--- src/hdl/sipclf_pkg.sv ---
package sipclf_pkg;

	localparam int LENGTH_BITS_DEFAULT = 24;

	localparam logic [3:0] KEY_LEN = 4'd15;

	localparam logic [7:0] CH_TAB   = 8'h09;
	localparam logic [7:0] CH_LF    = 8'h0A;
	localparam logic [7:0] CH_CR    = 8'h0D;
	localparam logic [7:0] CH_SPACE = 8'h20;
	localparam logic [7:0] CH_PLUS  = 8'h2B;
	localparam logic [7:0] CH_MINUS = 8'h2D;
	localparam logic [7:0] CH_ZERO  = 8'h30;
	localparam logic [7:0] CH_NINE  = 8'h39;

	localparam logic [1:0] STATUS_OK         = 2'd0;
	localparam logic [1:0] STATUS_NO_LENGTH  = 2'd1;
	localparam logic [1:0] STATUS_BAD_LENGTH = 2'd2;

	typedef struct packed {
		logic [7:0] out_byte;
		logic       header_end;
		logic       message_last;
		logic [1:0] frame_status;
	} result_t;

	// "Content-Length:"
	function automatic logic [7:0] key_char(input logic [3:0] idx);
		logic [7:0] c;
		case (idx)
			4'd0:    c = "C";
			4'd1:    c = "o";
			4'd2:    c = "n";
			4'd3:    c = "t";
			4'd4:    c = "e";
			4'd5:    c = "n";
			4'd6:    c = "t";
			4'd7:    c = "-";
			4'd8:    c = "L";
			4'd9:    c = "e";
			4'd10:   c = "n";
			4'd11:   c = "g";
			4'd12:   c = "t";
			4'd13:   c = "h";
			4'd14:   c = ":";
			default: c = 8'h00;
		endcase
		return c;
	endfunction

endpackage

--- src/hdl/sipclf_in_if.sv ---
interface sipclf_in_if;
	logic       valid;
	logic       ready;
	logic [7:0] data_byte;

	modport source (output valid, output data_byte, input ready);
	modport sink (input valid, input data_byte, output ready);
endinterface

--- src/hdl/sipclf_out_if.sv ---
interface sipclf_out_if;
	logic       valid;
	logic       ready;
	logic [7:0] out_byte;
	logic       header_end;
	logic       message_last;
	logic [1:0] frame_status;

	modport source (output valid, output out_byte, output header_end, output message_last,
		output frame_status, input ready);
	modport sink (input valid, input out_byte, input header_end, input message_last,
		input frame_status, output ready);
endinterface

--- src/hdl/sipclf_core.sv ---
module sipclf_core #(
	parameter int LENGTH_BITS = sipclf_pkg::LENGTH_BITS_DEFAULT
) (
	input  logic                clk,
	input  logic                arst_n,
	input  logic                advance,
	input  logic [7:0]          byte_in,
	output sipclf_pkg::result_t result
);

	typedef enum logic [1:0] {
		VP_SKIP    = 2'd0,
		VP_DIGITS  = 2'd1,
		VP_DONE    = 2'd2,
		VP_SKIP_CR = 2'd3
	} value_phase_t;

	localparam logic [1:0] EM_NONE = 2'd0;
	localparam logic [1:0] EM_LF   = 2'd1;
	localparam logic [1:0] EM_LFCR = 2'd2;

	logic                   in_body_q, in_body_n;
	logic [1:0]             end_match_q, end_match_n;
	logic [3:0]             key_match_q, key_match_n;
	logic                   key_found_q, key_found_n;
	value_phase_t           value_phase_q, value_phase_n;
	logic                   value_neg_q, value_neg_n;
	logic                   value_err_q, value_err_n;
	logic [LENGTH_BITS-1:0] body_length_q, body_length_n;
	logic [LENGTH_BITS-1:0] body_rem_q, body_rem_n;

	always_comb begin
		logic                   clear_all;
		logic                   is_digit;
		logic                   is_space;
		logic [3:0]             digit;
		logic [LENGTH_BITS+3:0] prod;
		logic [LENGTH_BITS-1:0] rem_dec;
		value_phase_t           ph;

		in_body_n     = in_body_q;
		end_match_n   = end_match_q;
		key_match_n   = key_match_q;
		key_found_n   = key_found_q;
		value_phase_n = value_phase_q;
		value_neg_n   = value_neg_q;
		value_err_n   = value_err_q;
		body_length_n = body_length_q;
		body_rem_n    = body_rem_q;
		clear_all     = 1'b0;

		result.out_byte     = byte_in;
		result.header_end   = 1'b0;
		result.message_last = 1'b0;
		result.frame_status = sipclf_pkg::STATUS_OK;

		is_digit = (byte_in >= sipclf_pkg::CH_ZERO) && (byte_in <= sipclf_pkg::CH_NINE);
		is_space = (byte_in == sipclf_pkg::CH_SPACE) ||
			((byte_in >= sipclf_pkg::CH_TAB) && (byte_in <= sipclf_pkg::CH_CR));
		digit = 4'(byte_in - sipclf_pkg::CH_ZERO);
		prod  = ({4'd0, body_length_q} << 3) + ({4'd0, body_length_q} << 1) +
			{{LENGTH_BITS{1'b0}}, digit};
		rem_dec = body_rem_q - 1'b1;
		ph = value_phase_q;

		if (in_body_q) begin
			body_rem_n = rem_dec;
			if (rem_dec == '0) begin
				result.message_last = 1'b1;
				clear_all = 1'b1;
			end
		end else begin
			if (key_found_q) begin
				if (ph == VP_SKIP_CR) begin
					if (byte_in == sipclf_pkg::CH_LF) begin
						ph = VP_DONE;
						value_phase_n = VP_DONE;
					end else begin
						ph = VP_SKIP;
						value_phase_n = VP_SKIP;
					end
				end
				case (ph)
					VP_SKIP: begin
						if (byte_in == sipclf_pkg::CH_CR) begin
							value_phase_n = VP_SKIP_CR;
						end else if (is_space) begin
							value_phase_n = VP_SKIP;
						end else if (byte_in == sipclf_pkg::CH_PLUS ||
							byte_in == sipclf_pkg::CH_MINUS) begin
							value_neg_n = (byte_in == sipclf_pkg::CH_MINUS);
							value_phase_n = VP_DIGITS;
						end else if (is_digit) begin
							value_phase_n = VP_DIGITS;
							body_length_n = {{(LENGTH_BITS-4){1'b0}}, digit};
						end else begin
							value_phase_n = VP_DONE;
						end
					end
					VP_DIGITS: begin
						if (is_digit) begin
							if (value_neg_q) begin
								if (digit != 4'd0) value_err_n = 1'b1;
							end else if (!value_err_q) begin
								if (prod[LENGTH_BITS+3:LENGTH_BITS] != 4'd0)
									value_err_n = 1'b1;
								else
									body_length_n = prod[LENGTH_BITS-1:0];
							end
						end else begin
							value_phase_n = VP_DONE;
						end
					end
					default: ;
				endcase
			end else begin
				if (byte_in == sipclf_pkg::key_char(key_match_q))
					key_match_n = key_match_q + 1'b1;
				else if (byte_in == sipclf_pkg::key_char(4'd0))
					key_match_n = 4'd1;
				else
					key_match_n = 4'd0;
				if (key_match_n >= sipclf_pkg::KEY_LEN) begin
					key_found_n = 1'b1;
					key_match_n = 4'd0;
				end
			end

			if (byte_in == sipclf_pkg::CH_LF) begin
				result.header_end = (end_match_q == EM_LFCR);
				end_match_n = EM_LF;
			end else if (byte_in == sipclf_pkg::CH_CR && end_match_q == EM_LF) begin
				end_match_n = EM_LFCR;
			end else begin
				end_match_n = EM_NONE;
			end

			if (result.header_end) begin
				if (!key_found_n) begin
					result.message_last = 1'b1;
					result.frame_status = sipclf_pkg::STATUS_NO_LENGTH;
					clear_all = 1'b1;
				end else if (value_err_n) begin
					result.message_last = 1'b1;
					result.frame_status = sipclf_pkg::STATUS_BAD_LENGTH;
					clear_all = 1'b1;
				end else if (body_length_n == '0) begin
					result.message_last = 1'b1;
					clear_all = 1'b1;
				end else begin
					in_body_n = 1'b1;
					body_rem_n = body_length_n;
					end_match_n = EM_NONE;
				end
			end
		end

		if (clear_all) begin
			in_body_n     = 1'b0;
			end_match_n   = EM_NONE;
			key_match_n   = 4'd0;
			key_found_n   = 1'b0;
			value_phase_n = VP_SKIP;
			value_neg_n   = 1'b0;
			value_err_n   = 1'b0;
			body_length_n = '0;
			body_rem_n    = '0;
		end
	end

	always_ff @(posedge clk or negedge arst_n) begin
		if (!arst_n) begin
			in_body_q     <= 1'b0;
			end_match_q   <= EM_NONE;
			key_match_q   <= 4'd0;
			key_found_q   <= 1'b0;
			value_phase_q <= VP_SKIP;
			value_neg_q   <= 1'b0;
			value_err_q   <= 1'b0;
			body_length_q <= '0;
			body_rem_q    <= '0;
		end else if (advance) begin
			in_body_q     <= in_body_n;
			end_match_q   <= end_match_n;
			key_match_q   <= key_match_n;
			key_found_q   <= key_found_n;
			value_phase_q <= value_phase_n;
			value_neg_q   <= value_neg_n;
			value_err_q   <= value_err_n;
			body_length_q <= body_length_n;
			body_rem_q    <= body_rem_n;
		end
	end

	ap_body_nonzero: assert property (@(posedge clk) disable iff (!arst_n)
		in_body_q |-> body_rem_q != '0)
		else $error("body counter zero while in body");

	ap_key_progress: assert property (@(posedge clk) disable iff (!arst_n)
		key_match_q < sipclf_pkg::KEY_LEN)
		else $error("key match progress out of range");

	ap_last_clears: assert property (@(posedge clk) disable iff (!arst_n)
		advance && result.message_last |=> !in_body_q && !key_found_q)
		else $error("state not cleared after last byte");

endmodule

--- src/hdl/sip_content_length_framer_unit.sv ---
// SIP framer by Content-Length.
// din carries raw stream bytes (data_byte); dout carries every byte back out
// with header_end, message_last and frame_status. A request moves on a
// channel at a rising edge with valid and ready both high.
// Each byte goes into an input register, is parsed there against the message
// state, and lands in the output register, from which dout offers it.
// Throughput is one byte per clock while dout takes its requests, with the
// parser state updated once per byte (length times ten plus digit).
// The input register is refilled in the same cycle that it drains, and the
// output register reloads in the cycle that dout takes its request.
// When dout stalls, the output register holds its byte, the input register
// holds one more, and din.ready drops until dout takes the waiting request.
// frame_status is 0 except on message_last: 1 no length key, 2 length
// negative or too large; such messages end on the header's final LF.
// Reset (arst_n low) empties both registers and returns the parser to the
// start of a message header.
module sip_content_length_framer_unit #(
	parameter int LENGTH_BITS = sipclf_pkg::LENGTH_BITS_DEFAULT
) (
	input logic          clk,
	input logic          arst_n,
	sipclf_in_if.sink    din,
	sipclf_out_if.source dout
);

	logic                valid_s1;
	logic [7:0]          byte_s1;
	logic                advance;
	sipclf_pkg::result_t result_d;
	sipclf_pkg::result_t result_q;
	logic                out_valid_q;

	assign advance   = valid_s1 && (!out_valid_q || dout.ready);
	assign din.ready = !valid_s1 || advance;

	always_ff @(posedge clk or negedge arst_n) begin
		if (!arst_n) begin
			valid_s1 <= 1'b0;
		end else if (din.valid && din.ready) begin
			valid_s1 <= 1'b1;
		end else if (advance) begin
			valid_s1 <= 1'b0;
		end
	end

	always_ff @(posedge clk) begin
		if (din.valid && din.ready) begin
			byte_s1 <= din.data_byte;
		end
	end

	sipclf_core #(
		.LENGTH_BITS(LENGTH_BITS)
	) u_core (
		.clk     (clk),
		.arst_n  (arst_n),
		.advance (advance),
		.byte_in (byte_s1),
		.result  (result_d)
	);

	always_ff @(posedge clk or negedge arst_n) begin
		if (!arst_n) begin
			out_valid_q <= 1'b0;
		end else if (advance) begin
			out_valid_q <= 1'b1;
		end else if (dout.ready) begin
			out_valid_q <= 1'b0;
		end
	end

	always_ff @(posedge clk) begin
		if (advance) begin
			result_q <= result_d;
		end
	end

	assign dout.valid        = out_valid_q;
	assign dout.out_byte     = result_q.out_byte;
	assign dout.header_end   = result_q.header_end;
	assign dout.message_last = result_q.message_last;
	assign dout.frame_status = result_q.frame_status;

	ap_status_on_last: assert property (@(posedge clk) disable iff (!arst_n)
		out_valid_q && result_q.frame_status != sipclf_pkg::STATUS_OK
		|-> result_q.message_last && result_q.header_end)
		else $error("error status without header end and last");

	ap_s1_holds: assert property (@(posedge clk) disable iff (!arst_n)
		valid_s1 && !advance |=> valid_s1 && $stable(byte_s1))
		else $error("stalled input register lost its byte");

	ap_empty_ready: assert property (@(posedge clk) disable iff (!arst_n)
		!valid_s1 |-> din.ready)
		else $error("empty input register not ready");

	ap_out_passthru: assert property (@(posedge clk) disable iff (!arst_n)
		advance |=> out_valid_q && result_q.out_byte == $past(byte_s1))
		else $error("output byte differs from input byte");

endmodule

--- src/flat_wrapper.sv ---
// flat-port wrapper written by rule: the top's interface ports become plain ports
module sip_content_length_framer_unit_flat 
#(
	parameter int LENGTH_BITS = sipclf_pkg::LENGTH_BITS_DEFAULT
)
  (clk, arst_n, din_valid, din_data_byte, din_ready, dout_valid, dout_out_byte, dout_header_end, dout_message_last, dout_frame_status, dout_ready);
  sipclf_in_if din_i ();
  sipclf_out_if dout_i ();
  input logic clk;
  input logic arst_n;
  input wire logic [$bits(din_i.valid)-1:0] din_valid;
  input wire logic [$bits(din_i.data_byte)-1:0] din_data_byte;
  output wire logic [$bits(din_i.ready)-1:0] din_ready;
  output wire logic [$bits(dout_i.valid)-1:0] dout_valid;
  output wire logic [$bits(dout_i.out_byte)-1:0] dout_out_byte;
  output wire logic [$bits(dout_i.header_end)-1:0] dout_header_end;
  output wire logic [$bits(dout_i.message_last)-1:0] dout_message_last;
  output wire logic [$bits(dout_i.frame_status)-1:0] dout_frame_status;
  input wire logic [$bits(dout_i.ready)-1:0] dout_ready;
  assign din_i.valid = din_valid;
  assign din_i.data_byte = din_data_byte;
  assign din_ready = din_i.ready;
  assign dout_valid = dout_i.valid;
  assign dout_out_byte = dout_i.out_byte;
  assign dout_header_end = dout_i.header_end;
  assign dout_message_last = dout_i.message_last;
  assign dout_frame_status = dout_i.frame_status;
  assign dout_i.ready = dout_ready;
  sip_content_length_framer_unit #(.LENGTH_BITS(LENGTH_BITS)) u_core (.clk(clk), .arst_n(arst_n), .din(din_i), .dout(dout_i));
endmodule
--- config.mk ---
export PLATFORM = sky130hd
export DESIGN_NAME = sip_content_length_framer_unit_flat
export DESIGN_NICKNAME = d
export VERILOG_FILES = /design/src/hdl/sipclf_pkg.sv /design/src/hdl/sipclf_in_if.sv /design/src/hdl/sipclf_out_if.sv /design/src/hdl/sipclf_core.sv /design/src/hdl/sip_content_length_framer_unit.sv /design/src/flat_wrapper.sv
export SDC_FILE = /design/constraint.sdc
export NUM_CORES = 1
export LEC_CHECK = 0
export ABC_AREA = 1
export BUFFER_PORTS_ARGS = -buffer_cell sky130_fd_sc_hd__clkbuf_2
export CORE_MARGIN = 4
export CORE_UTILIZATION = 41
export DETAILED_ROUTE_END_ITERATION = 10
export PLACE_DENSITY_LB_ADDON = 0.2
export REMOVE_ABC_BUFFERS = 1
export SLEW_MARGIN = 15
export SYNTH_ARGS = -nofsm -noshare
export SYNTH_HDL_FRONTEND = slang
export SYNTH_SLANG_ARGS = --single-unit
--- constraint.sdc ---
create_clock -name clk -period 7 [get_ports clk]
set_input_delay 0.7 -clock clk [delete_from_list [all_inputs] [get_ports clk]]
set_output_delay 0.7 -clock clk [all_outputs]
set_load 0.01 [all_outputs]
==> results of run 1 <==
-- worst max path at each step --
stage / slack (ns) / endpoint / start / depth (start not counted)
4_1_cts: 1.98 / u_core.u_core.body_length_q[0]$_DFFE_PN0P_ / u_core.byte_s1[3]$_DFFE_PP_ / 29
3_5_place_dp: 1.99 / u_core.u_core.body_length_q[3]$_DFFE_PN0P_ / u_core.byte_s1[3]$_DFFE_PP_ / 28
2_1_floorplan: 2.33 / u_core.u_core.body_length_q[0]$_DFFE_PN0P_ / u_core.byte_s1[3]$_DFFE_PP_ / 28
3_3_place_gp: 2.08 / u_core.u_core.body_length_q[0]$_DFFE_PN0P_ / u_core.byte_s1[3]$_DFFE_PP_ / 29
5_1_grt: 1.32 / u_core.u_core.body_length_q[1]$_DFFE_PN0P_ / u_core.byte_s1[3]$_DFFE_PP_ / 28
6_report: 1.96 / u_core.u_core.body_length_q[0]$_DFFE_PN0P_ / u_core.byte_s1[3]$_DFFE_PP_ / 28
-- worst register-to-register path, delay by kind of cell, from the launching register on --
kind	cells	cell delay, ns
adders and majority gates	2	0.98
AOI/OAI and AO/OA	2	0.34
and+or+nand+nor	21	2.72
buffers and inverters	3	0.46
DFF	1	0.45
-- through the flow --
| stage | util (%) | instance area [µm²] | std cells | hold WS, ns |
|---|---|---|---|---|
| after floorplan | - | 7230 | 1088 | 0.404 |
| after global placement | 44.0 | 7680 | 1344 | 0.478 |
| after detailed placement | 44.0 | 7680 | 1344 | 0.484 |
| after CTS | 45.9 | 8030 | 1360 | 0.498 |
| after global routing | 45.9 | 8030 | 1360 | 0.519 |
| final | 45.9 | 8030 | 1360 | 0.497 |
-- layer usage --
metal	vias to the layer above	track usage, %
met4	0	7.35
met5	-	0
met3	41	2.55
li1	3690	-
met2	171	34.1
met1	3257	28.8
-- cell usage in the layout (no fill, tap or decap), drive strengths merged, types with 3 or more instances in the layout --
master / Yosys / layout
inv: 146 / 147
buf: 19 / 7
bufinv: 0 / 3
nand2: 363 / 363
nand3: 75 / 75
nor3: 16 / 16
nor2: 94 / 94
or2: 3 / 3
nor4: 9 / 9
dfrtp: 62 / 62
edfxtp: 20 / 20
ha: 53 / 53
xnor2: 7 / 7
o21ai: 90 / 90
a21oi: 35 / 35
nand4: 49 / 49
xor2: 34 / 34
nand3b: 6 / 6
o22ai: 9 / 9
clkbuf: 10 / 36
-- final cells by class --
type	instances	area, µm²	area share (%)
Tap cell	225	282	3.51
Clock buffer	12	246	3.07
Inverter	148	556	6.92
Sequential cell	82	2150	26.8
Multi-Input combinational cell	858	4530	56.4
Clock inverter	4	98.8	1.23
Timing Repair Buffer	31	170	2.12
-- flip-flops by register name (all words and copies together), names as in the netlist --
| signal | cells |
|---|---|
| u_core.valid_s1 | 1 |
| u_core.u_core.value_phase_q | 2 |
| u_core.u_core.in_body_q | 1 |
| u_core.u_core.body_rem_q | 24 |
| u_core.dout.message_last | 1 |
| u_core.dout.out_byte | 8 |
| u_core.dout.valid | 1 |
| u_core.u_core.value_neg_q | 1 |
| u_core.byte_s1 | 8 |
| u_core.u_core.value_err_q | 1 |
| u_core.u_core.end_match_q | 2 |
| u_core.dout.header_end | 1 |
| u_core.u_core.body_length_q | 24 |
| u_core.u_core.key_found_q | 1 |
| u_core.u_core.key_match_q | 4 |
| u_core.dout.frame_status | 2 |
-- kinds of logic (layout without fill, tap and decap cells) --
logic type | count (synthesis) | after routing | share of synthesized area, %
flops | 82 | 82 | 29.1
compound gates | 143 | 143 | 10.3
buf+inv | 177 | 195 | 9.80
fa+ha+maj | 55 | 55 | 9.50
xor+xnor | 41 | 41 | 4.85
simple gates | 619 | 619 | 36.5
-- power by group through the flow --
stage                     Sequential [mW]  Combinational, mW  Clock [mW]
after global routing                0.843               1.90       0.591
after detailed placement            0.825               1.66           0
after floorplan                     0.763               1.24           0
after global placement              0.826               1.66           0
final                               0.819               1.66       0.560
after CTS                           0.818               1.67       0.570
==> results.ini, run 1 <==
[run_status]
run_status = complete, no violations

[logic_synthesis]
synth_top_cells_by_count = nand2_1, inv_1, nor2_1, nand3_1, dfrtp_1
synth_seq_area_share_pct = 29.1
post-synth-top-count-cell = nand2_1
post_synth.cell_area_avg_um2 = 6.63
syn_inst = 1117
synth_largest_type_area_fraction_pct = 21.0
yosysTopAreaCell = dfrtp_1
synth_enable_flop_cells = 20
synth_seq_cells = 82
synth.yosys.warnings = 0
netlist-cell-type-count = 46
synth_top_flop_cell = dfrtp_1
ys_async_rst_share_pct = 75.6
synth.top_cells.by_area = dfrtp_1, nand2_1, ha_1, edfxtp_1, inv_1
mappedNetlistArea_um2 = 7400

[global_routing]
grt.total_usage_pct = 20.9
grt_pass1_wl_um = 34300
grt_antenna_before_repair = 0
largest_net_degree_at_the_start_of_global_routing = 63
number_of_global_route_vias_before_repair = 6719
grt_total_ovfl = 0

[placed_design]
setup_slack_at_placement_ns = 1.99
finalWeightedCongestion = 0.872
place.port_buffers = 25
detailedPlacementHpwl_um = 16000

[worst_setup_path]
worst_setup_path_start_kind = flop
worst-path-buf-inv = 3
critical_path_peak_fanout = 29
critPathCaptureType = flop
crit_arrival_ns = 5.29
rrSetupSlack_ns = 1.96
r2r-end = u_core.u_core.body_length_q[0]$_DFFE_PN0P_
worst_path_dominant_cell_family = simple AND/OR/NAND/NOR gates
regToRegStartpoint = u_core.byte_s1[3]$_DFFE_PP_
crit_required_ns = 7.25
timing_worst_setup_path_type = reg2reg
ff2ff_path_depth = 28
critPathMaxStageDelay_ns = 0.53
cpMaxStageDelayCell = nor2_4
cp_common_cell = nand2_1

[hold_path]
min_to = u_core.u_core.value_phase_q[1]$_DFFE_PN0P_
hp-start = u_core.u_core.value_phase_q[1]$_DFFE_PN0P_
worst_hold_path_cell_count = 2
min_path_type = reg2reg

[timing]
timing_max_transition_violations_final = 0
timing.clock.skew_ns = 0.00536
timing.final.hold_violations = 0
rsz0062_at_grt = false
worst_pin_slew_ns = 1.04
final_period_minus_worst_setup_slack_ns = 5.04
maximum_clock_frequency_mhz = 199
report.final.setup_viol = 0
final.setup.tns_ns = 0
finalWorstSetupSlack_ns = 1.96
relative_slew_slack_pct = 30.3
fin_crit_sh_pct = 71.9

[power]
power.share.switching_pct = 48.8
power_leakage_nw = 4.14
internal-power_mw = 1.56
clock_power_share_pct = 18.4
power.ir.vdd_worst_v = 0.000179
power.share.sequential_pct = 26.9
powerDensity_nw_per_um2 = 379
power.combinational.fraction_pct = 54.7
report.power.total_mw = 3.04
p_sw_mw = 1.48

[clocking]
h-tree-depth = 3
holdBufCountCts = 0
cts_buffers = 9
clock_tree_from_tritoncts = built
clkSinkCount = 82
clock_insertion_delay_worst_skew_ns = 0.34
cts_resized = 0
post-cts-setup-buffers = 0
cts_max_path_buffers = 2
clock-root-buffer = clkbuf_16
clkTransAtPathRegs_ns = 0.06

[route]
drt_first_pass_iters = 5
routed_wirelength_um = 20600
drcViolationCount = 0
wl_met3_um = 835
starting_drc_count_in_detailed_routing = 543
wire_length_on_met2_um = 9520
detail_route.wirelength.met1_um = 9630
vias = 7159
via_per_inst = 5.26
drt.antenna.violating_nets = 0
dr.max_layer_used = met4
wire_per_inst_um = 15.1

[die]
die_width_um = 142
rows = 48
design.die.area_um2 = 20300
initial_core_utilization_pct = 42.4
dieHeight_um = 142
core-area_um2 = 17500
number_of_top_level_design_ports = 26

[layout]
total_inserted_antenna_cells = 0
syn_to_final_growth_pct = 8.47
drive_above_1_share_pct = 7.05
final.fill_count = 1789
num-nets-final = 1197

[flow_run]
timing.max_cap.violations = 0

No activity file was read; power rests on OpenSTA's default activity.
==> run 2, diff against run 1 <==
--- a/config.mk
+++ b/config.mk
@@ -5,7 +5,7 @@
 export SDC_FILE = /design/constraint.sdc
 export NUM_CORES = 1
 export LEC_CHECK = 0
-export ABC_AREA = 1
+export ABC_AREA = 0
 export BUFFER_PORTS_ARGS = -buffer_cell sky130_fd_sc_hd__clkbuf_2
 export CORE_MARGIN = 4
 export CORE_UTILIZATION = 41
==> constraint.sdc (replaced) <==
create_clock -name clk -period 5.25 [get_ports clk]
set_input_delay 0.525 -clock clk [delete_from_list [all_inputs] [get_ports clk]]
set_output_delay 0.525 -clock clk [all_outputs]
set_load 0.01 [all_outputs]
==> results.ini, run 2 <==
[layout]
fin_area_um2 = 7690  ; was 8030 µm²
drive_above_1_share_pct = 11.5  ; was 7.05%
layout_top_registers = u_core.u_core.body_length_q x24, u_core.u_core.body_rem_q x24  ; unchanged
mostFrequentLayoutCell = nand2_1  ; unchanged
num-nets-final = 908  ; was 1197
final_cell_mix = nand2_1, a21oi_1, dfrtp_1  ; was nand2_1, inv_1, nor2_1
total_inserted_antenna_cells = 0  ; unchanged
final_core_area_utilization_pct = 46.2  ; was 45.9%
syn_to_final_growth_pct = 10.4  ; was 8.47%

[worst_setup_path]
critical_path_peak_fanout = 10  ; was 29
cp_common_cell = ha_1  ; was nand2_1
worst_path_dominant_cell_family = simple AND/OR/NAND/NOR gates  ; unchanged
crit_required_ns = 5.45  ; was 7.25 ns
worstPathCellList = ha_1, ha_1, and3_4, nand2_2, or3_4, o211ai_4, xor2_1, or4_1, or4b_1, a32oi_1, o2111a_2, nor2b_4, o21ai_2, inv_2, buf_4, o31ai_1
timing_worst_setup_path_type = reg2reg  ; unchanged
worst_setup_path_start_kind = flop  ; unchanged
cpMaxStageDelayCell = or4b_1  ; was nor2_4
rrSetupSlack_ns = 0.32  ; was 1.96 ns
crit_arrival_ns = 5.13  ; was 5.29 ns
critPathCaptureType = flop  ; unchanged
ff2ff_path_depth = 16  ; was 28
worst-path-buf-inv = 2  ; was 3
critPathMaxStageDelay_ns = 0.58  ; was 0.53 ns
regToRegStartpoint = u_core.u_core.body_length_q[8]$_DFFE_PN0P_  ; was u_core.byte_s1[3]$_DFFE_PP_
r2r-end = u_core.u_core.body_rem_q[22]$_DFFE_PN0P_  ; was u_core.u_core.body_length_q[0]$_DFFE_PN0P_

[logic_synthesis]
synth_seq_area_share_pct = 30.9  ; was 29.1%
post-synth-top-count-cell = nand2_1  ; unchanged
synth.top_cells.by_area = dfrtp_1, ha_1, edfxtp_1, a21oi_1, nand2_1  ; was dfrtp_1, nand2_1, ha_1, edfxtp_1, inv_1
yosysTopAreaCell = dfrtp_1  ; unchanged
synth_top_cells_by_count = nand2_1, a21oi_1, dfrtp_1, o21ai_0, ha_1  ; was nand2_1, inv_1, nor2_1, nand3_1, dfrtp_1
post_synth.cell_area_avg_um2 = 8.39  ; was 6.63 µm²
synth_largest_type_area_fraction_pct = 22.3  ; was 21.0%
syn_inst = 830  ; was 1117
ys_async_rst_share_pct = 75.6  ; unchanged
netlist-cell-type-count = 83  ; was 46
synth_top_flop_cell = dfrtp_1  ; unchanged
synth.yosys.warnings = 0  ; unchanged
synth_enable_flop_cells = 20  ; unchanged
synth_seq_cells = 82  ; unchanged
mappedNetlistArea_um2 = 6970  ; was 7400 µm²

[power]
power_leakage_nw = 3.27  ; was 4.14 nW
powerDensity_nw_per_um2 = 204  ; was 379 nW/µm²
power.ir.vdd_worst_v = 0.000173  ; was 0.000179 V

[timing]
rsz0062_at_grt = false  ; unchanged
relative_slew_slack_pct = 39.5  ; was 30.3%
timing.clock.skew_ns = 0.00465  ; was 0.00536 ns
maximum_clock_frequency_mhz = 203  ; was 199 MHz
final_period_minus_worst_setup_slack_ns = 4.93  ; was 5.04 ns
finalWorstSetupSlack_ns = 0.325  ; was 1.96 ns
timing.final.hold_violations = 0  ; unchanged
worst_pin_slew_ns = 0.904  ; was 1.04 ns
fin_crit_sh_pct = 93.8  ; was 71.9%
holdWs_ns = 0.359  ; was 0.497 ns
report.final.setup_viol = 0  ; unchanged
timing_max_transition_violations_final = 0  ; unchanged

[route]
routed_wirelength_um = 20500  ; was 20600 µm
drcViolationCount = 0  ; unchanged
drt.antenna.violating_nets = 0  ; unchanged
wire_per_inst_um = 19.2  ; was 15.1 µm
starting_drc_count_in_detailed_routing = 708  ; was 543
drt_first_pass_iters = 5  ; unchanged
vias = 6511  ; was 7159
via_per_inst = 6.11  ; was 5.26

[global_routing]
grt_antenna_before_repair = 0  ; unchanged
grt_total_ovfl = 0  ; unchanged
grt.total_usage_pct = 20.9  ; about the same
largest_net_degree_at_the_start_of_global_routing = 63  ; unchanged
grtUsageMet3_pct = 3.18  ; was 2.55%
grt_pass1_wl_um = 33100  ; was 34300 µm
number_of_global_route_vias_before_repair = 5943  ; was 6719
busiest_layer = met2  ; unchanged
grt_util_met1_pct = 29.9  ; was 28.8%
global_route_track_usage_on_met2_pct = 33.1  ; was 34.1%

[clocking]
cts_max_path_buffers = 2  ; unchanged
cts_buffers = 9  ; unchanged
clkTransAtPathRegs_ns = 0.06  ; about the same
clock-root-buffer = clkbuf_16  ; unchanged
clkSinkCount = 82  ; unchanged
h-tree-depth = 3  ; unchanged
clock_insertion_delay_worst_skew_ns = 0.33  ; was 0.34 ns
holdBufCountCts = 0  ; unchanged
clock_tree_from_tritoncts = built  ; unchanged

[die]
die_width_um = 138  ; was 142 µm
dieHeight_um = 138  ; was 142 µm
number_of_top_level_design_ports = 26  ; unchanged
core-area_um2 = 16600  ; was 17500 µm²
rows = 47  ; was 48
design.die.area_um2 = 19100  ; was 20300 µm²
initial_core_utilization_pct = 41.9  ; was 42.4%

[placed_design]
finalWeightedCongestion = 0.910  ; was 0.872
place.port_buffers = 25  ; unchanged
setup_slack_at_placement_ns = 0.285  ; was 1.99 ns
detailedPlacementHpwl_um = 15600  ; was 16000 µm
placement.cell_area_um2 = 7340  ; was 7680 µm²

[flow_run]
timing.max_cap.violations = 0  ; unchanged

[run_status]
run_status = complete, no violations  ; unchanged

[hold_path]
min_path_type = in2async  ; was reg2reg

run 2: stage by stage:
stage / cells / setup TNS (ns) / power (mW)
3_5_place_dp: 1050 / 0 / 0.866
5_1_grt: 1066 / 0 / 1.64
6_report: 1066 / 0 / 1.57
4_1_cts: 1066 / 0 / 1.58
3_3_place_gp: 1050 / 0 / 0.865
2_1_floorplan: 780 / -3.17 / 0.809
run 2: cell type report:
class	instances	area (µm²)
multi-input combinational	672	4520
inverter	26	97.6
clock buffer	11	254
fill	1609	8950
timing repair buffer	50	313
sequential	82	2150
clock inverter	5	83.8
tap	220	275
run 2: cells by family after synthesis:
logic type	count (synthesis)	synth area share, %
and+or+nand+nor	284	21.0
xor gates and xnor gates	25	3.14
muxes	9	1.38
adders and majority gates	55	10.1
DFF	82	30.9
buffers and inverters	76	4.69
AOI/OAI and AO/OA	299	28.8
run 2: power breakdown:
part           internal (mW)  switching [mW]  total (mW)
combinational         0.0570          0.0899       0.147
sequential             0.680          0.0264       0.706
clock                  0.449           0.263       0.712
total                   1.19           0.380        1.57
run 2: how the worst max path moves through the flow:
stage | from | to | cells after the start
2_1_floorplan | u_core.byte_s1[3]$_DFFE_PP_ | u_core.u_core.body_length_q[15]$_DFFE_PN0P_ | 16
3_3_place_gp | u_core.u_core.body_length_q[2]$_DFFE_PN0P_ | u_core.u_core.body_length_q[16]$_DFFE_PN0P_ | 15
3_5_place_dp | u_core.u_core.body_length_q[2]$_DFFE_PN0P_ | u_core.u_core.body_rem_q[22]$_DFFE_PN0P_ | 18
4_1_cts | u_core.u_core.body_length_q[2]$_DFFE_PN0P_ | u_core.u_core.body_rem_q[22]$_DFFE_PN0P_ | 18
5_1_grt | u_core.u_core.body_length_q[2]$_DFFE_PN0P_ | u_core.u_core.body_rem_q[22]$_DFFE_PN0P_ | 18
6_report | u_core.u_core.body_length_q[8]$_DFFE_PN0P_ | u_core.u_core.body_rem_q[22]$_DFFE_PN0P_ | 16
run 2: worst register-to-register path, delay by kind of cell, from the launching register on:
family,cells,cell delay (ns)
AOI/OAI and AO/OA,5,1.03
xor gates and xnor gates,1,0.16
adders and majority gates,2,0.77
buffers and inverters,2,0.38
DFF,1,0.47
and+or+nand+nor,6,1.99
run 2: timing repair:
action,in CTS,in global routing
gates resized for setup,0,2
buffers inserted,0,0
endpoints found under the setup margin,0,24
run 2: layer usage:
metal | wire length, µm | part of all wire, %
met5 | 0 | 0
met2 | 9490 | 46
met1 | 9400 | 46
met4 | 425 | 2.1
met3 | 1140 | 5.6
